**config.mk**
```make
export PLATFORM = sky130hd
export DESIGN_NAME = lant_ctrl
export DESIGN_NICKNAME = d
export VERILOG_FILES = /design/src/rtl/core/lant_pkg.sv /design/src/rtl/core/lant_ctrl.sv
export SDC_FILE = /design/constraint.sdc
export NUM_CORES = 1
export LEC_CHECK = 0
export CORE_AREA = 2 2 39 41
export DETAILED_ROUTE_END_ITERATION = 8
export DIE_AREA = 0 0 41 43
export DONT_BUFFER_PORTS = 1
export GPL_TIMING_DRIVEN = 0
export SETUP_SLACK_MARGIN = 0.15
export SLEW_MARGIN = 20
export SYNTH_ARGS = -nofsm -noshare
export SYNTH_HDL_FRONTEND = slang
export SYNTH_SLANG_ARGS = --single-unit
```
**constraint.sdc**
```tcl
create_clock -name clk_i -period 2.4 [get_ports clk_i]
set_clock_uncertainty 0.05 [all_clocks]
set_input_delay 0.12 -clock clk_i [delete_from_list [all_inputs] [get_ports clk_i]]
set_output_delay 0.12 -clock clk_i [all_outputs]
set_load 0.05 [all_outputs]
```
**src/rtl/core/lant_pkg.sv**
```systemverilog
// Shared types and constants for the ant grid stepper.
// Request/result payload structs, operation codes, register indexes and
// the command/status bundles between controller and datapath. No dependencies.
package lant_pkg;

  localparam int COORD_W = 8;
  localparam int DIM_W   = 9;
  localparam int OP_W    = 2;
  localparam int HEAD_W  = 2;
  localparam int CFG_IDX_W = 2;

  localparam int DEF_MAX_WIDTH  = 256;
  localparam int DEF_MAX_HEIGHT = 256;

  localparam logic [DIM_W-1:0] CFG_DIM_RESET = DIM_W'(256);

  typedef enum logic [OP_W-1:0] {
    OP_STEP    = 2'd0,
    OP_TOGGLE  = 2'd1,
    OP_RESTART = 2'd2
  } op_e;

  typedef enum logic [CFG_IDX_W-1:0] {
    CFG_WIDTH  = 2'd0,
    CFG_HEIGHT = 2'd1
  } cfg_idx_e;

  typedef enum logic [HEAD_W-1:0] {
    HEAD_NORTH = 2'd0,
    HEAD_EAST  = 2'd1,
    HEAD_SOUTH = 2'd2,
    HEAD_WEST  = 2'd3
  } head_e;

  typedef struct packed {
    logic [OP_W-1:0]    op;
    logic [COORD_W-1:0] cell_x;
    logic [COORD_W-1:0] cell_y;
  } lant_req_t;

  typedef struct packed {
    logic [COORD_W-1:0] ant_x;
    logic [COORD_W-1:0] ant_y;
    logic [HEAD_W-1:0]  heading;
    logic               cell_black;
  } lant_res_t;

  // Controller -> datapath commands.
  typedef struct packed {
    logic accept;   // latch request coordinates
    logic clear;    // write zero at sweep address, advance sweep
    logic home;     // put ant at grid center heading north
    logic move;     // flip cell under ant, move one cell
    logic rd_ant;   // read cell under ant
    logic turn;     // turn on read color
    logic rd_cell;  // read toggle target
    logic tog;      // write inverted toggle target
    logic report;   // load result register
  } lant_cmd_t;

  typedef struct packed {
    logic clear_last;
  } lant_sts_t;

endpackage

```
**src/rtl/core/lant_ctrl.sv**
```systemverilog
// Controller of the ant grid stepper: sequences clear sweeps, steps and
// toggles as commands to the datapath. Uses lant_pkg.
module lant_ctrl import lant_pkg::*; (
  input  logic            clk_i,
  input  logic            rst_ni,
  input  logic            start_i,
  input  logic [OP_W-1:0] op_i,
  output logic            busy_o,
  output lant_cmd_t       cmd_o,
  input  lant_sts_t       sts_i
);

  typedef enum logic [2:0] {
    S_IDLE,
    S_CLEAR,
    S_MOVE,
    S_RDANT,
    S_TURN,
    S_RDCELL,
    S_TOG
  } state_e;

  state_e state_q, state_d;
  logic   report_q, report_d;

  always_comb begin
    state_d  = state_q;
    report_d = report_q;
    cmd_o    = '0;
    case (state_q)
      S_IDLE: begin
        if (start_i) begin
          cmd_o.accept = 1'b1;
          case (op_e'(op_i))
            OP_STEP:    state_d = S_MOVE;
            OP_TOGGLE:  state_d = S_RDCELL;
            OP_RESTART: begin
              state_d  = S_CLEAR;
              report_d = 1'b1;
            end
            default:    cmd_o.report = 1'b1;
          endcase
        end
      end
      S_CLEAR: begin
        cmd_o.clear = 1'b1;
        if (sts_i.clear_last) begin
          cmd_o.home   = 1'b1;
          cmd_o.report = report_q;
          report_d     = 1'b0;
          state_d      = S_IDLE;
        end
      end
      S_MOVE: begin
        cmd_o.move = 1'b1;
        state_d    = S_RDANT;
      end
      S_RDANT: begin
        cmd_o.rd_ant = 1'b1;
        state_d      = S_TURN;
      end
      S_TURN: begin
        cmd_o.turn   = 1'b1;
        cmd_o.report = 1'b1;
        state_d      = S_IDLE;
      end
      S_RDCELL: begin
        cmd_o.rd_cell = 1'b1;
        state_d       = S_TOG;
      end
      S_TOG: begin
        cmd_o.tog    = 1'b1;
        cmd_o.report = 1'b1;
        state_d      = S_IDLE;
      end
      default: state_d = S_IDLE;
    endcase
  end

  // Reset starts a silent clear sweep.
  always_ff @(posedge clk_i or negedge rst_ni) begin
    if (!rst_ni) begin
      state_q  <= S_CLEAR;
      report_q <= 1'b0;
    end else begin
      state_q  <= state_d;
      report_q <= report_d;
    end
  end

  assign busy_o = (state_q != S_IDLE);

  a_step_sequence: assert property (@(posedge clk_i) disable iff (!rst_ni)
    (state_q == S_MOVE) |=> (state_q == S_RDANT) ##1 (state_q == S_TURN))
    else $error("step sequence broken");

  a_clear_holds: assert property (@(posedge clk_i) disable iff (!rst_ni)
    (state_q == S_CLEAR && !sts_i.clear_last) |=> (state_q == S_CLEAR))
    else $error("clear sweep left early");

  a_report_only_clear: assert property (@(posedge clk_i) disable iff (!rst_ni)
    report_q |-> (state_q == S_CLEAR))
    else $error("restart report pending outside clear sweep");

endmodule

```
Word-level counts from Yosys, hierarchy flattened
Index checks and enable logic that the tools add are counted.
- bits in registers: 4
- output and inout port bits: 10
- logic and storage cells: 43
- equal/unequal tests: 12
- multiplexer cells: 21
- reductions and logical operators: 8
- operators by type and width (kind ; count):
    case mux 3 bit (5 select lines) ; 1
    two-way mux 1 bit ; 14
    == test 3 bit (second input constant) ; 3
    case mux 3 bit (3 select lines) ; 1
    == test 3 x 2 -> 1 bit (second input constant) ; 2
    two-way mux 3 bit ; 2
    inequality test 2 bit (second input constant) ; 2
    inequality test 4 x 1 -> 1 bit (second input constant) ; 1
    AND reduction 4 bit ; 1
    == test 3 x 1 -> 1 bit (second input constant) ; 1
    logical NOT 3 bit ; 1
    case mux 1 bit (3 select lines) ; 1
    AND reduction 3 bit ; 1
    nonzero test 3 bit ; 1
    OR reduction 3 bit ; 1
    == test 2 x 1 -> 1 bit (second input constant) ; 1
    == test 2 bit (second input constant) ; 1
    logical NOT 2 bit ; 1
    two-way mux 2 bit ; 1
    inequality test 2 x 1 -> 1 bit (second input constant) ; 1
    case mux 1 bit (2 select lines) ; 1
    nonzero test 2 bit ; 1
    OR reduction 2 bit ; 1

Logic depth before layout (Yosys ltp)
- depth in word-level cells: 5
- depth in mapped cells: 4

Least setup slack after synthesis
No wires, ideal clock.
- path kind: flip-flop to output port
- start: register state_q[2]
- end: output cmd_o[3] in the netlist's numbering
- arrival time: 1.699 ns
- data required time: 2.230 ns
- slack: 0.531 ns
- stages on the path, launching flop included: 4
- buffers on the path: 1
- cell sequence: dfrtp_1 -> clkbuf_1 -> inv_1 -> nor3_1
- RTL lines (item ; line ; source):
    from (decl) ; lant_ctrl.sv:23 ; state_e state_q, state_d;
    from (signal assigned) ; lant_ctrl.sv:86 ; state_q <= state_d;
    to (decl) ; lant_ctrl.sv:9 ; output lant_cmd_t cmd_o,

==> summary.md <==
| Metric | Value |
|---|---|
| Total die area | `1760 sq um` |
| Status | `finished clean` |
| 1st-iter DRT viols | `3` |
| Final core occ | `33.1%` |
| Crit path max-delay family | `compound AO/OA/AOI/OAI gates` |
| Area taken by multi-input logic gates | `244 sq um` |
| VDD IR-drop max | `308 uV` |
| Pins Over Slew Limit | `0` |
| Most frequent cells in the layout | `inv_1 (10), ha_1 (4)` |
| Vias/cell | `4.88` |
| Largest net degree at the start of global routing | `11` |
| Power per cell area | `1450 nW/um^2` |
| Initial antenna violation count | `0` |
| Hold Fails Final Rpt | `0` |
| WHS Path Cells | `2` |
| Clock Latency Late Sink | `0.23 ns` |
| Grt total ovfl | `0` |
| Tcrit/Tclk final | `86.3%` |
| Root buffer selected by CTS | `clkbuf_4` |
| Overall routing resource usage | `11.4%` |
| Share of layout cells above drive strength 1 | `20.0%` |
| Die width | `41 microns` |
| Clk buf depth | `2` |
| H-tree levels | `1` |
| Initial DRT Pass Iterations | `2` |
| Num CTS Buffers | `3` |
| Post-CTS Setup Repair Bufs | `0` |
| Vias in the first global route | `324` |
| Global-route wire length before repair | `1330 microns` |
| Final hold slack | `0.0654 ns` |
| Fill count | `156` |
| Synth Flop Type | `dfrtp_1` |
| Commonest non-fill, non-tap cell in the layout | `inv_1` |
| Syn Nets | `55` |
| Worst reg2reg path startpoint | `state_q[0]` |
| Hold path start | `start_i` |
| Port buffer count | `0` |
| Placer Congestion | `0.643` |
| R2r setup slk | `1.02 ns` |
| Initial Util | `28.2%` |
| Site Rows | `14` |
| RSZ-0062 raised after global routing | `false` |
| Synthesized cell area | `390 sq um` |
| Core ar. | `1380 sq um` |
| Mapped Cells | `45` |
| Crit path DAT | `1.90 ns` |
| Req. time, crit path | `2.23 ns` |
| Number of synthesized register bits | `4` |
| Netlist cell types | `24` |
| Lkg Pwr | `0.000222 uW` |
| I/O pin cnt | `16` |
| Hold crit path type | `primary input to register` |
| DRC | `0` |
| Critical Path Max Stage Delay | `0.83 ns` |
| Crit end category | `output pin` |
| Final setup viols | `0` |
| Nets | `61` |
| CTS tree | `done` |
| Fmax | `483 MHz` |
| Crit path buffers/inverters | `1` |
| Total number of vias | `322` |
| Final min period | `2.07 ns` |
| Cell Chain, Critical Path | `clkbuf_1 -> nand4b_1 -> o211ai_1` |
| Worst-path maximum fanout | `10` |
| Sink Count | `4` |
| DRT antenna net count | `0` |
| FF/Latch Area | `101 sq um` |
| Syn avg cell area | `8.67 sq um` |
| Slew @ Worst Pin | `1.02 ns` |
| Hold EP | `state_q[0]` |
| Asr flop ratio synth | `100%` |
| Seq/Total Area, Yosys | `26.0%` |
| Worst r2r dst | `report_q` |
| Average wire per standard cell | `12.5 microns` |
| Sum Neg Setup Slack | `0 ns` |
| Post-CTS sizing | `0` |
| HPWL after DPL | `640 microns` |
| Final WL | `828 microns` |
| Max_cap viols | `0` |
| Clock slew at reported path FFs | `0.04 ns` |
| Max_slew headroom | `31.6%` |
| Synth Warn # | `0` |
| Die height | `43 microns` |
| Final instance area | `458 sq um` |
| Worst Setup Start Kind | `register` |
| DP Area | `415 sq um` |
| Ant diodes | `0` |
| Kind of critical path | `register to output pin` |
| Worst reg2reg path depth | `2` |
| Synthesis-to-layout area growth | `17.3%` |
| Slowest CP cell | `o211ai_1` |
| Number of synthesized flops with an enable pin | `0` |
area by class of cell:
type	count	share of cell area (%)
well taps	16	4.37
repair buffers	2	4.37
plain buffers	2	1.91
flip-flops and latches	4	22.1
multi-input cells	28	53.3
clock buffers	4	5.74
inverters	10	8.20
stage by stage:
| stage | setup WS (ns) | total power, uW | cells |
|---|---|---|---|
| floorplan | 0.531 | 524 | 45 |
| global placement | 0.413 | 563 | 61 |
| detailed placement | 0.434 | 572 | 61 |
| CTS | 0.180 | 672 | 67 |
| global route | 0.223 | 706 | 66 |
| finish | 0.328 | 664 | 66 |
Yosys cell counts (2+ instances only):
cell type  instances  area (sq um)
clkbuf_1           2          7.51
dfrtp_1            3          75.1
ha_1               4          50.1
inv_1             10          37.5
nand2b_1           2          12.5
nand3b_1           2          15.0
nor2_1             3          11.3
o211ai_1           3          22.5
power breakdown:
group	switching [uW]	internal [uW]	leakage, uW	total, uW
logic	325	104	0.000156	429
clock network	29.6	62.5	0.0000150	92.1
registers	42.7	100	0.0000509	143
cell families after synthesis:
family	share of synthesized area [%]
adders and majority gates	12.8
DFF	26.0
and+or+nand+nor	34.0
AOI/OAI and AO/OA	14.4
buffers and inverters	12.8
registers in the layout, indices dropped and copies added (netlist names):
register,cells
report_q,1
state_q,3
what timing repair did:
action,CTS,global route
hold buffers,2,0
endpoints found under the hold margin,5,0
endpoints found under the setup margin,0,1
routing by layer:
| metal | vias to the layer above | routed length [microns] | track usage [%] | share of wire, % |
|---|---|---|---|---|
| li1 | 164 | - | - | - |
| met1 | 148 | 360 | 12.9 | 43 |
| met2 | 10 | 412 | 16.6 | 50 |
| met3 | 0 | 55 | 4.19 | 6.6 |
| met4 | 0 | 0 | 8.00 | 0 |
| met5 | - | 0 | 0 | 0 |
how the worst max path moves through the flow:
stage                           from        to  slack, ns  depth (start not counted)
after floorplan           state_q[2]  cmd_o[3]       0.53                          3
after global placement    state_q[2]  cmd_o[3]       0.41                          3
after detailed placement  state_q[0]  cmd_o[0]       0.43                          3
after CTS                 state_q[0]  cmd_o[0]       0.18                          3
after global routing      state_q[2]  cmd_o[0]       0.22                          3
final                     state_q[2]  cmd_o[0]       0.33                          3
No activity file was read; power rests on OpenSTA's default activity.
